`config.mk`:
```
export PLATFORM = sky130hd
export DESIGN_NAME = fade_timer_pool
export DESIGN_NICKNAME = d
export VERILOG_FILES = /design/src/rtl/ftp_pkg.sv /design/src/rtl/ftp_alpha_div.sv /design/src/rtl/ftp_datapath.sv /design/src/rtl/ftp_ctrl.sv /design/src/rtl/fade_timer_pool.sv
export VERILOG_INCLUDE_DIRS = /design/src /design/src/rtl
export SDC_FILE = /design/constraint.sdc
export NUM_CORES = 1
export LEC_CHECK = 0
export ABC_AREA = 1
export BUFFER_PORTS_ARGS = -buffer_cell sky130_fd_sc_hd__buf_2
export CORE_MARGIN = 2
export CORE_UTILIZATION = 55
export DETAILED_ROUTE_END_ITERATION = 8
export PLACE_DENSITY_LB_ADDON = 0.15
export SYNTH_ARGS = -nofsm -noshare
export SYNTH_HDL_FRONTEND = slang
export SYNTH_HIERARCHICAL = 1
export SYNTH_SLANG_ARGS = --single-unit
export TNS_END_PERCENT = 100
```
`constraint.sdc`:
```
create_clock -name clock -period 7.5 [get_ports clock]
set_input_delay 1.5 -clock clock [delete_from_list [all_inputs] [get_ports clock]]
set_output_delay 1.5 -clock clock [all_outputs]
set_load 0.005 [all_outputs]
```
`src/rtl/fade_timer_pool_assert.svh`:
```
// Assertion macros shared by the fade timer pool RTL.
// Needs a clock named clock and an active-high reset named reset in scope.
`ifndef FADE_TIMER_POOL_ASSERT_SVH
`define FADE_TIMER_POOL_ASSERT_SVH
`ifndef SYNTHESIS
// same-cycle implication
`define FTP_ASSERT_NOW(name, ante, cons) \
   name: assert property (@(posedge clock) disable iff (reset) (ante) |-> (cons)) \
      else $error("fade timer pool: same-cycle check failed");
// next-cycle implication
`define FTP_ASSERT_NEXT(name, ante, cons) \
   name: assert property (@(posedge clock) disable iff (reset) (ante) |=> (cons)) \
      else $error("fade timer pool: next-cycle check failed");
`else
`define FTP_ASSERT_NOW(name, ante, cons)
`define FTP_ASSERT_NEXT(name, ante, cons)
`endif
`endif

```
`src/rtl/ftp_pkg.sv`:
```
// Shared types and constants of the fade timer pool.
// No dependencies.
package ftp_pkg;

   localparam int DUR_W     = 24;
   localparam int ELAPSED_W = 16;
   localparam int ALPHA_W   = 8;
   localparam int MAX_RESULTS = 16;

   // request function codes
   localparam logic [2:0] FUNC_START   = 3'd0;
   localparam logic [2:0] FUNC_TICK    = 3'd1;
   localparam logic [2:0] FUNC_REL_ONE = 3'd2;
   localparam logic [2:0] FUNC_REL_ALL = 3'd3;
   localparam logic [2:0] FUNC_REPORT  = 3'd4;

   // response status codes
   localparam logic [1:0] STATUS_OK    = 2'd0;
   localparam logic [1:0] STATUS_FULL  = 2'd1;
   localparam logic [1:0] STATUS_EMPTY = 2'd2;

   // which response beat to build
   typedef enum logic [2:0] {
      PUSH_OK,
      PUSH_CLAIM,
      PUSH_FULL,
      PUSH_PEND_MORE,
      PUSH_PEND_LAST,
      PUSH_NONE
   } push_kind_type;

   typedef struct packed {
      logic          load;
      logic          step;
      logic          claim;
      logic          tick_upd;
      logic          release_one;
      logic          release_all;
      logic          div_start;
      logic          stash;
      logic          push;
      push_kind_type kind;
   } ftp_cmd_type;

   typedef struct packed {
      logic [2:0] func;
      logic       n_zero;
      logic       idx_last;
      logic       slot_active;
      logic       div_done;
      logic       out_free;
      logic       pend_valid;
      logic       k_last;
   } ftp_status_type;

endpackage

```
`src/rtl/ftp_alpha_div.sv`:
```
// Serial divider for alpha = floor(255 * remaining / total), inverted unless fade_out, one bit per cycle.
// Depends on ftp_pkg.
module ftp_alpha_div
   import ftp_pkg::*;
(
   input  logic                 clock,
   input  logic                 reset,
   input  logic                 start,
   input  logic [DUR_W-1:0]     remaining,
   input  logic [DUR_W-1:0]     total,
   input  logic                 fade_out,
   output logic                 done,
   output logic [ALPHA_W-1:0]   alpha
);

   localparam int NUM_W = DUR_W + ALPHA_W;

   logic                busy_ff;
   logic [3:0]          step_ff;
   logic                done_ff;
   logic [NUM_W-1:0]    num_ff;
   logic [NUM_W-1:0]    den_ff;
   logic [ALPHA_W-1:0]  q_ff;
   logic                sat_ff;
   logic                zero_ff;
   logic                fo_ff;
   logic                ge;
   logic [ALPHA_W-1:0]  q_eff;

   assign ge = num_ff >= den_ff;

   // control: step 0 checks saturation, steps 1..8 produce quotient bits
   always_ff @(posedge clock) begin
      if (reset) begin
         busy_ff <= 1'b0;
         step_ff <= '0;
         done_ff <= 1'b0;
      end else begin
         done_ff <= busy_ff && (step_ff == 4'(ALPHA_W));
         if (start) begin
            busy_ff <= 1'b1;
            step_ff <= '0;
         end else if (busy_ff) begin
            if (step_ff == 4'(ALPHA_W)) begin
               busy_ff <= 1'b0;
            end
            step_ff <= step_ff + 4'd1;
         end
      end
   end

   // datapath: 255*rem = (rem << 8) - rem
   always_ff @(posedge clock) begin
      if (start) begin
         num_ff  <= {remaining, {ALPHA_W{1'b0}}} - {{ALPHA_W{1'b0}}, remaining};
         den_ff  <= {total, {ALPHA_W{1'b0}}};
         q_ff    <= '0;
         sat_ff  <= 1'b0;
         zero_ff <= (total == '0);
         fo_ff   <= fade_out;
      end else if (busy_ff) begin
         den_ff <= den_ff >> 1;
         if (step_ff == 4'd0) begin
            sat_ff <= ge;
         end else begin
            if (ge) begin
               num_ff <= num_ff - den_ff;
            end
            q_ff <= {q_ff[ALPHA_W-2:0], ge};
         end
      end
   end

   always_comb begin
      if (zero_ff) begin
         q_eff = '0;
      end else if (sat_ff) begin
         q_eff = '1;
      end else begin
         q_eff = q_ff;
      end
   end

   assign alpha = fo_ff ? q_eff : ~q_eff;
   assign done  = done_ff;

endmodule

```
`src/rtl/ftp_datapath.sv`:
```
// Datapath of the fade timer pool: slot store, active flags, result staging.
// Depends on ftp_pkg, ftp_alpha_div and fade_timer_pool_assert.svh.
`include "fade_timer_pool_assert.svh"
module ftp_datapath
   import ftp_pkg::*;
#(
   parameter int SLOTS = 16
) (
   input  logic                  clock,
   input  logic                  reset,
   input  ftp_cmd_type           cmd,
   output ftp_status_type        status,
   input  logic [2:0]            req_func,
   input  logic [DUR_W-1:0]      req_duration_ms,
   input  logic                  req_fade_out,
   input  logic [ELAPSED_W-1:0]  req_elapsed_ms,
   input  logic [3:0]            req_slot_select,
   input  logic                  csr_write,
   input  logic [4:0]            csr_wdata,
   output logic                  rsp_valid,
   input  logic                  rsp_stall,
   output logic [1:0]            rsp_status,
   output logic [3:0]            rsp_slot_index,
   output logic [ALPHA_W-1:0]    rsp_alpha,
   output logic                  rsp_any_active,
   output logic                  rsp_last
);

   localparam int SW     = (SLOTS > 1) ? $clog2(SLOTS) : 1;
   localparam int NW     = $clog2(SLOTS + 1);
   localparam int EW     = (NW > 5) ? NW : 5;
   localparam int WORD_W = 2 * DUR_W + 2;

   // latched request
   logic [2:0]            func_ff;
   logic [DUR_W-1:0]      dur_ff;
   logic                  fo_ff;
   logic [ELAPSED_W-1:0]  el_ff;

   logic [SW-1:0]         idx_ff;
   logic [EW-1:0]         n_ff;
   logic [EW-1:0]         n_in;
   logic [SLOTS-1:0]      active_ff;
   logic [SLOTS-1:0]      active_in;
   logic [NW-1:0]         cnt_ff;
   logic [NW-1:0]         cnt_in;
   logic [3:0]            k_ff;

   // slot store word: {expired, fade_out, total, remaining}
   logic [WORD_W-1:0]     mem [SLOTS];
   logic [WORD_W-1:0]     rd_ff;
   logic                  mem_we;
   logic [WORD_W-1:0]     mem_wdata;

   logic [DUR_W-1:0]      rd_rem;
   logic [DUR_W-1:0]      rd_tot;
   logic                  rd_fo;
   logic                  rd_exp;
   logic [DUR_W-1:0]      tick_rem;
   logic                  tick_exp;
   logic                  tick_free;
   logic                  tick_live;

   logic [SW-1:0]         sel_idx;
   logic                  sel_ok;

   logic                  pend_valid_ff;
   logic [3:0]            pend_idx_ff;
   logic [ALPHA_W-1:0]    pend_alpha_ff;

   logic                  rsp_valid_ff;
   logic [1:0]            rsp_status_ff;
   logic [3:0]            rsp_slot_index_ff;
   logic [ALPHA_W-1:0]    rsp_alpha_ff;
   logic                  rsp_any_ff;
   logic                  rsp_last_ff;
   logic                  out_free;

   logic                  div_done;
   logic [ALPHA_W-1:0]    div_alpha;

   assign rd_rem = rd_ff[DUR_W-1:0];
   assign rd_tot = rd_ff[2*DUR_W-1:DUR_W];
   assign rd_fo  = rd_ff[2*DUR_W];
   assign rd_exp = rd_ff[2*DUR_W+1];

   // tick update of the slot under the scan index
   assign tick_live = cmd.tick_upd && active_ff[idx_ff];
   assign tick_rem  = (DUR_W'(el_ff) > rd_rem) ? '0 : rd_rem - DUR_W'(el_ff);
   assign tick_exp  = rd_exp || (rd_rem == '0);
   assign tick_free = (rd_rem == '0) && rd_exp;

   // single-slot release check
   assign sel_idx = SW'(req_slot_select);
   assign sel_ok  = (EW'(req_slot_select) < n_ff) && active_ff[sel_idx];

   // slot store, read registered at the scan index
   assign mem_we    = cmd.claim || tick_live;
   assign mem_wdata = cmd.claim ? {1'b0, fo_ff, dur_ff, dur_ff}
                                : {tick_exp, rd_fo, rd_tot, tick_rem};

   always_ff @(posedge clock) begin
      if (mem_we) begin
         mem[idx_ff] <= mem_wdata;
      end
      rd_ff <= mem[idx_ff];
   end

   // enabled count from the written register
   assign n_in = (EW'(csr_wdata) >= EW'(SLOTS)) ? EW'(SLOTS) : EW'(csr_wdata);

   // active flags and active count
   always_comb begin
      active_in = active_ff;
      cnt_in    = cnt_ff;
      if (cmd.claim) begin
         active_in[idx_ff] = 1'b1;
         cnt_in            = cnt_ff + NW'(1);
      end
      if (tick_live && tick_free) begin
         active_in[idx_ff] = 1'b0;
         cnt_in            = cnt_ff - NW'(1);
      end
      if (cmd.release_one && sel_ok) begin
         active_in[sel_idx] = 1'b0;
         cnt_in             = cnt_ff - NW'(1);
      end
      if (cmd.release_all) begin
         active_in = '0;
         cnt_in    = '0;
      end
   end

   always_ff @(posedge clock) begin
      if (reset) begin
         n_ff      <= '0;
         active_ff <= '0;
         cnt_ff    <= '0;
      end else if (csr_write) begin
         n_ff      <= n_in;
         active_ff <= '0;
         cnt_ff    <= '0;
      end else begin
         active_ff <= active_in;
         cnt_ff    <= cnt_in;
      end
   end

   // request latch
   always_ff @(posedge clock) begin
      if (cmd.load) begin
         func_ff <= req_func;
         dur_ff  <= req_duration_ms;
         fo_ff   <= req_fade_out;
         el_ff   <= req_elapsed_ms;
      end
   end

   // scan index, report counter and pending report beat
   always_ff @(posedge clock) begin
      if (reset) begin
         idx_ff        <= '0;
         k_ff          <= '0;
         pend_valid_ff <= 1'b0;
      end else begin
         if (cmd.load) begin
            idx_ff <= '0;
            k_ff   <= '0;
         end else if (cmd.step) begin
            idx_ff <= idx_ff + SW'(1);
         end
         if (cmd.stash) begin
            pend_valid_ff <= 1'b1;
            k_ff          <= k_ff + 4'd1;
         end else if (cmd.push && cmd.kind == PUSH_PEND_LAST) begin
            pend_valid_ff <= 1'b0;
         end
      end
   end

   always_ff @(posedge clock) begin
      if (cmd.stash) begin
         pend_idx_ff   <= 4'(idx_ff);
         pend_alpha_ff <= div_alpha;
      end
   end

   ftp_alpha_div u_div (
      .clock     (clock),
      .reset     (reset),
      .start     (cmd.div_start),
      .remaining (rd_rem),
      .total     (rd_tot),
      .fade_out  (rd_fo),
      .done      (div_done),
      .alpha     (div_alpha)
   );

   // response register
   assign out_free = !rsp_valid_ff || !rsp_stall;

   always_ff @(posedge clock) begin
      if (reset) begin
         rsp_valid_ff <= 1'b0;
      end else if (cmd.push) begin
         rsp_valid_ff <= 1'b1;
      end else if (!rsp_stall) begin
         rsp_valid_ff <= 1'b0;
      end
   end

   always_ff @(posedge clock) begin
      if (cmd.push) begin
         rsp_status_ff     <= STATUS_OK;
         rsp_slot_index_ff <= '0;
         rsp_alpha_ff      <= '0;
         rsp_any_ff        <= (cnt_ff != '0);
         rsp_last_ff       <= 1'b1;
         case (cmd.kind)
            PUSH_OK: begin
            end
            PUSH_CLAIM: begin
               rsp_slot_index_ff <= 4'(idx_ff);
               rsp_any_ff        <= 1'b1;
            end
            PUSH_FULL: begin
               rsp_status_ff <= STATUS_FULL;
            end
            PUSH_PEND_MORE: begin
               rsp_slot_index_ff <= pend_idx_ff;
               rsp_alpha_ff      <= pend_alpha_ff;
               rsp_any_ff        <= 1'b1;
               rsp_last_ff       <= 1'b0;
            end
            PUSH_PEND_LAST: begin
               rsp_slot_index_ff <= pend_idx_ff;
               rsp_alpha_ff      <= pend_alpha_ff;
               rsp_any_ff        <= 1'b1;
            end
            PUSH_NONE: begin
               rsp_status_ff <= STATUS_EMPTY;
               rsp_any_ff    <= 1'b0;
            end
            default: begin
            end
         endcase
      end
   end

   assign rsp_valid      = rsp_valid_ff;
   assign rsp_status     = rsp_status_ff;
   assign rsp_slot_index = rsp_slot_index_ff;
   assign rsp_alpha      = rsp_alpha_ff;
   assign rsp_any_active = rsp_any_ff;
   assign rsp_last       = rsp_last_ff;

   // status toward the controller
   assign status.func        = func_ff;
   assign status.n_zero      = (n_ff == '0);
   assign status.idx_last    = ((EW'(idx_ff) + EW'(1)) == n_ff);
   assign status.slot_active = active_ff[idx_ff];
   assign status.div_done    = div_done;
   assign status.out_free    = out_free;
   assign status.pend_valid  = pend_valid_ff;
   assign status.k_last      = (k_ff == 4'(MAX_RESULTS - 1));

   // checks
   `FTP_ASSERT_NOW(a_cnt_bound, 1'b1, EW'(cnt_ff) <= n_ff)
   `FTP_ASSERT_NOW(a_push_free, cmd.push, out_free)
   `FTP_ASSERT_NOW(a_stash_flush, cmd.stash && pend_valid_ff, cmd.push)
   `FTP_ASSERT_NOW(a_claim_free, cmd.claim, !active_ff[idx_ff])
   `FTP_ASSERT_NEXT(a_claim_count, cmd.claim && !csr_write, cnt_ff == $past(cnt_ff) + NW'(1))

endmodule

```
`src/rtl/ftp_ctrl.sv`:
```
// Controller of the fade timer pool: sequences slot scans, divides and result beats.
// Depends on ftp_pkg.
module ftp_ctrl
   import ftp_pkg::*;
(
   input  logic            clock,
   input  logic            reset,
   input  logic            req_valid,
   input  logic [2:0]      req_func,
   output logic            req_stall,
   input  ftp_status_type  status,
   output ftp_cmd_type     cmd
);

   typedef enum logic [2:0] {
      S_IDLE,
      S_SRCH,
      S_RD,
      S_EX,
      S_DIV,
      S_STASH,
      S_FINAL
   } state_type;

   state_type      state_ff;
   state_type      state_in;
   push_kind_type  kind_ff;
   push_kind_type  kind_in;

   assign req_stall = (state_ff != S_IDLE);

   // next state and commands
   always_comb begin
      state_in = state_ff;
      kind_in  = kind_ff;
      cmd      = '0;
      cmd.kind = kind_ff;
      case (state_ff)
         S_IDLE: begin
            if (req_valid) begin
               cmd.load = 1'b1;
               state_in = S_FINAL;
               kind_in  = PUSH_OK;
               case (req_func)
                  FUNC_START: begin
                     if (status.n_zero) begin
                        kind_in = PUSH_FULL;
                     end else begin
                        state_in = S_SRCH;
                     end
                  end
                  FUNC_TICK: begin
                     if (!status.n_zero) begin
                        state_in = S_RD;
                     end
                  end
                  FUNC_REL_ONE: begin
                     cmd.release_one = 1'b1;
                  end
                  FUNC_REL_ALL: begin
                     cmd.release_all = 1'b1;
                  end
                  FUNC_REPORT: begin
                     if (status.n_zero) begin
                        kind_in = PUSH_NONE;
                     end else begin
                        state_in = S_RD;
                     end
                  end
                  default: begin
                  end
               endcase
            end
         end
         // start: look for the lowest free slot
         S_SRCH: begin
            if (!status.slot_active) begin
               cmd.claim = 1'b1;
               kind_in   = PUSH_CLAIM;
               state_in  = S_FINAL;
            end else if (status.idx_last) begin
               kind_in  = PUSH_FULL;
               state_in = S_FINAL;
            end else begin
               cmd.step = 1'b1;
            end
         end
         // store read in flight
         S_RD: begin
            state_in = S_EX;
         end
         S_EX: begin
            if (status.func == FUNC_TICK) begin
               cmd.tick_upd = 1'b1;
               if (status.idx_last) begin
                  kind_in  = PUSH_OK;
                  state_in = S_FINAL;
               end else begin
                  cmd.step = 1'b1;
                  state_in = S_RD;
               end
            end else if (status.slot_active) begin
               cmd.div_start = 1'b1;
               state_in      = S_DIV;
            end else if (status.idx_last) begin
               kind_in  = status.pend_valid ? PUSH_PEND_LAST : PUSH_NONE;
               state_in = S_FINAL;
            end else begin
               cmd.step = 1'b1;
               state_in = S_RD;
            end
         end
         S_DIV: begin
            if (status.div_done) begin
               state_in = S_STASH;
            end
         end
         // flush the older report beat while holding the new one
         S_STASH: begin
            if (!status.pend_valid || status.out_free) begin
               cmd.stash = 1'b1;
               cmd.push  = status.pend_valid;
               cmd.kind  = PUSH_PEND_MORE;
               if (status.idx_last || status.k_last) begin
                  kind_in  = PUSH_PEND_LAST;
                  state_in = S_FINAL;
               end else begin
                  cmd.step = 1'b1;
                  state_in = S_RD;
               end
            end
         end
         S_FINAL: begin
            if (status.out_free) begin
               cmd.push = 1'b1;
               state_in = S_IDLE;
            end
         end
         default: begin
            state_in = S_IDLE;
         end
      endcase
   end

   always_ff @(posedge clock) begin
      if (reset) begin
         state_ff <= S_IDLE;
         kind_ff  <= PUSH_OK;
      end else begin
         state_ff <= state_in;
         kind_ff  <= kind_in;
      end
   end

endmodule

```
`src/rtl/fade_timer_pool.sv`:
```
// Top level of the fade timer pool: controller plus datapath.
// Depends on ftp_pkg, ftp_ctrl, ftp_datapath.
//
//   channel  dir  handshake          payload
//   req      in   req_valid/stall    func, duration_ms, fade_out, elapsed_ms, slot_select
//   rsp      out  rsp_valid/stall    status, slot_index, alpha, any_active, last
//   csr      in   csr_write          csr_wdata (slots_in_use)
//
// One request at a time; N = enabled slots. Start: a free-slot scan over up to N slots.
// Tick: a read then an update per slot through the store's read port.
// Report: a read per slot, and for each active slot an alpha from the 9-step serial
// divider. Release and unknown codes answer without a scan. Response stalls only
// hold the final or pending beat; reset is synchronous and clears every slot's active flag, no clearing pass.
module fade_timer_pool
   import ftp_pkg::*;
#(
   parameter int SLOTS = 16
) (
   input  logic                  clock,
   input  logic                  reset,
   input  logic                  req_valid,
   output logic                  req_stall,
   input  logic [2:0]            req_func,
   input  logic [DUR_W-1:0]      req_duration_ms,
   input  logic                  req_fade_out,
   input  logic [ELAPSED_W-1:0]  req_elapsed_ms,
   input  logic [3:0]            req_slot_select,
   output logic                  rsp_valid,
   input  logic                  rsp_stall,
   output logic [1:0]            rsp_status,
   output logic [3:0]            rsp_slot_index,
   output logic [ALPHA_W-1:0]    rsp_alpha,
   output logic                  rsp_any_active,
   output logic                  rsp_last,
   input  logic                  csr_write,
   input  logic [4:0]            csr_wdata
);

   ftp_cmd_type     cmd;
   ftp_status_type  status;

   ftp_ctrl u_ctrl (
      .clock     (clock),
      .reset     (reset),
      .req_valid (req_valid),
      .req_func  (req_func),
      .req_stall (req_stall),
      .status    (status),
      .cmd       (cmd)
   );

   ftp_datapath #(
      .SLOTS (SLOTS)
   ) u_dp (
      .clock           (clock),
      .reset           (reset),
      .cmd             (cmd),
      .status          (status),
      .req_func        (req_func),
      .req_duration_ms (req_duration_ms),
      .req_fade_out    (req_fade_out),
      .req_elapsed_ms  (req_elapsed_ms),
      .req_slot_select (req_slot_select),
      .csr_write       (csr_write),
      .csr_wdata       (csr_wdata),
      .rsp_valid       (rsp_valid),
      .rsp_stall       (rsp_stall),
      .rsp_status      (rsp_status),
      .rsp_slot_index  (rsp_slot_index),
      .rsp_alpha       (rsp_alpha),
      .rsp_any_active  (rsp_any_active),
      .rsp_last        (rsp_last)
   );

endmodule
```
==> metrics.txt <==
largest area contributor in the netlist=edfxtp_1; nets@finish=4629; gp weighted congestion=0.9581; Initial Utilization=0.5536; top_reg_cell synth=edfxtp_1; Num Clock Sinks=1045; Post-route DRC=0; sequential share of the synthesized area=0.6545; Tot Pwr=19.29 mW; synth-to-layout area growth=11.05%; Post-CTS Hold Buffers=0; DRT iter0 DRCs=3297; io pins=76; Clock Latency Late Sink=0.68 ns; fin cells=5662; Worst EP arrival=6.05 ns; Post-synth EDFFs=930; initial antenna violation count=3; Fmax=174.1 MHz; ys async rst share=0; average wire per standard cell=21.69 um; DP Cell Count=5465; setup_tns=0 ns; GR Util met2=0.4530; Pint=12.67 mW; Final Hold Slack=0.4758 ns; Post-Syn Nets=4586; Pins Over Slew Limit=0; unique cell type count in the Yosys netlist=51; H-Tree Depth=3; Net Sw Frac=0.3435; status=complete, no violations; Comb power frac=0.274; first-pass GRT wire length=184.1 mm; XOR/XNOR Fraction of Synth Area=0.007396; endpoints failing setup=0; grt peak-use layer=met2; PostCTS Resize Cnt=0; mux cell area share after synthesis=0; power share of the clock group=0.276; CTS tree=built; vias=32978; WS Path Type=reg2reg; root buffer cell=clkbuf_16; final worst-path cycle share=0.7660; final hold vios=0; Yosys reg bits=1045; top cells by area, synth=edfxtp_1 (60%), nand2_1 (6.9%), o21ai_0 (5.8%), nor2_1 (5.3%), dfxtp_1 (5.0%); Setup crit end kind=flip-flop; DIE HEIGHT=293.8 um; Die W=293.8 um; final WL=122.8 mm; largest net degree at the start of global routing=230; post-synthesis adder-cell area fraction=0.02200; GRT overflow=0; Site Rows=106; met3 Resource Use GR=0.04879; postcts setup bufs=0; layout cells sized above 1=0.08359; Max Buffers Root-to-Sink=3; Worst Path Required=7.81 ns; DIE AREA=86310 sq um; RSZ-0062 raised after global routing=no; Synth Area in Compound Gates=0.1070; via/cell ratio=5.824; Peak VDD IR=0.2245 mV; vias in the first global route=30542; largest family of logic cells by synthesized area=simple AND/OR/NAND/NOR gates; port bufs=75; DR pass1 iterations=6; max cap viols=0; synth warn=6; TritonCTS Buffers=104; Max-slew headroom=0.1529; Synth Instances=4448; sequential power share=0.450; Post-DP HPWL=72.41 mm; fill cell count=6794; cell with the most instances after synthesis=edfxtp_1; worst hold path class=reg2reg; static leakage=19.20 nW; top cell type's share of synthesized area=0.6047; Tmin final=5.745 ns; All-Layer GR Usage=0.2829; post-synthesis simple-gate area fraction=0.1609; Final Util=0.6148; final clock skew=0.06010 ns; Slew @ Worst Pin=1.271 ns; most common library cells after synthesis=edfxtp_1 (930), nand2_1 (853), nor2_1 (658); Clk pin slew, worst setup/hold paths=0.06 ns; Final ANT Viol Nets=0; synthesized area=46190 sq um; NetSw=6.627 mW; crit start category=flip-flop; n_diodes=0; Max FO, Critical Path=185; M1 GR Usage=0.3969; Power Density=376.2 nW/um^2; Syn Area/Cell=10.38 sq um; Core Region=83420 sq um
==> state kept, by name, summed over array words and instances, names as in the netlist, 5 cells and up <==
name and flops:
u_dp/rd_ff 50, u_dp/u_div/q_ff 8, u_dp/u_div/num_ff 32, u_dp/u_div/den_ff 32, u_dp/active_ff 16, u_dp/mem 800, u_dp/el_ff 16, u_dp/dur_ff 24
u_dp/pend_alpha_ff 8, u_dp/cnt_ff 5, u_dp/rsp_alpha 8, u_dp/n_ff 5
==> final cells by class <==
type	count	area [sq um]	share of cell area
flip-flops and latches	1045	30240	0.5895
clock inverters	64	732.0	0.01427
clock buffers	133	2824	0.05506
inverters	378	1436	0.02801
well taps	1080	1351	0.02635
repair buffers	132	828.3	0.01615
multi-input cells	2830	13880	0.2706
==> worst paths after layout <==
check | startpoint | to | slack (ns) | depth (start not counted)
hold reg to reg | u_ctrl/kind_ff[1]$_SDFFE_PP0P_ | u_ctrl/kind_ff[1]$_SDFFE_PP0P_ | 0.48 | 2
setup reg to reg | u_dp/idx_ff[0]$_SDFFE_PP0P_ | u_dp/mem[15][12]$_DFFE_PP_ | 1.76 | 14
setup / recovery | u_dp/idx_ff[0]$_SDFFE_PP0P_ | u_dp/mem[15][12]$_DFFE_PP_ | 1.76 | 14
hold / removal | u_ctrl/kind_ff[1]$_SDFFE_PP0P_ | u_ctrl/kind_ff[1]$_SDFFE_PP0P_ | 0.48 | 2
==> per-layer routing <==
| layer | wire (um) | part of all wire | up-vias |
|---|---|---|---|
| met1 | 51620 | 0.42 | 15873 |
| met4 | 3743 | 0.030 | 4 |
| met5 | 25 | 0.00020 | - |
| met3 | 10520 | 0.086 | 239 |
| met2 | 56920 | 0.46 | 1307 |
| li1 | - | - | 15555 |
==> cell families (layout without fill, tap and decap cells) <==
logic type	after synthesis	count (layout)
AND/OR/NAND/NOR	1807	1807
AO/OA/AOI/OAI	904	904
flip-flops	1045	1045
buffers and inverters	573	707
XOR/XNOR	39	39
adder cells (fa/ha/maj)	80	80
==> critical path: stages, from the launching register on <==
cell	delay [ns]
dfxtp_4	0.86
clkinv_8	0.64
nand2_1	0.24
nand3_1	0.10
nand2_1	0.10
nand2_1	0.05
nand2_1	0.12
inv_2	0.05
nand2_4	0.11
inv_1	0.08
nand2_1	0.09
inv_1	0.30
a21oi_1	0.90
inv_1	0.65
o22ai_1	1.02
==> through the flow <==
stage	instance area, sq um	setup WS, ns
final	51290	1.755
after global placement	47730	1.856
after CTS	51290	1.691
after floorplan	46190	2.721
after detailed placement	47730	1.779
after global routing	51290	1.137
==> cell usage in the layout, fill, tap and decap left out, types with 14 or more instances in the layout <==
| cell | count |
|---|---|
| ha_1 | 78 |
| nand3_1 | 120 |
| nand4_1 | 67 |
| xnor2_1 | 14 |
| nand2_2 | 19 |
| nor2_2 | 14 |
| nor2_4 | 24 |
| o21ai_0 | 535 |
| clkbuf_1 | 20 |
| clkinv_1 | 22 |
| nand2_1 | 853 |
| clkinv_2 | 18 |
| o211ai_1 | 19 |
| a21oi_1 | 90 |
| nor3_1 | 23 |
| nor2_1 | 640 |
| buf_2 | 75 |
| buf_4 | 55 |
| o22ai_1 | 222 |
| clkbuf_16 | 106 |
| dfxtp_1 | 113 |
| inv_1 | 359 |
| edfxtp_1 | 930 |
| xor2_1 | 25 |
| nand3b_1 | 18 |
| inv_2 | 15 |
==> power groups by stage <==
stage | Clock, mW | Sequential [mW] | Combinational, mW
after floorplan | 0 | 8.51 | 3.39
after global placement | 0 | 8.78 | 5.09
after detailed placement | 0 | 8.78 | 5.17
after CTS | 5.40 | 8.66 | 5.20
after global routing | 5.62 | 8.71 | 5.83
final | 5.32 | 8.69 | 5.28
(Power assumes the default switching activity.)
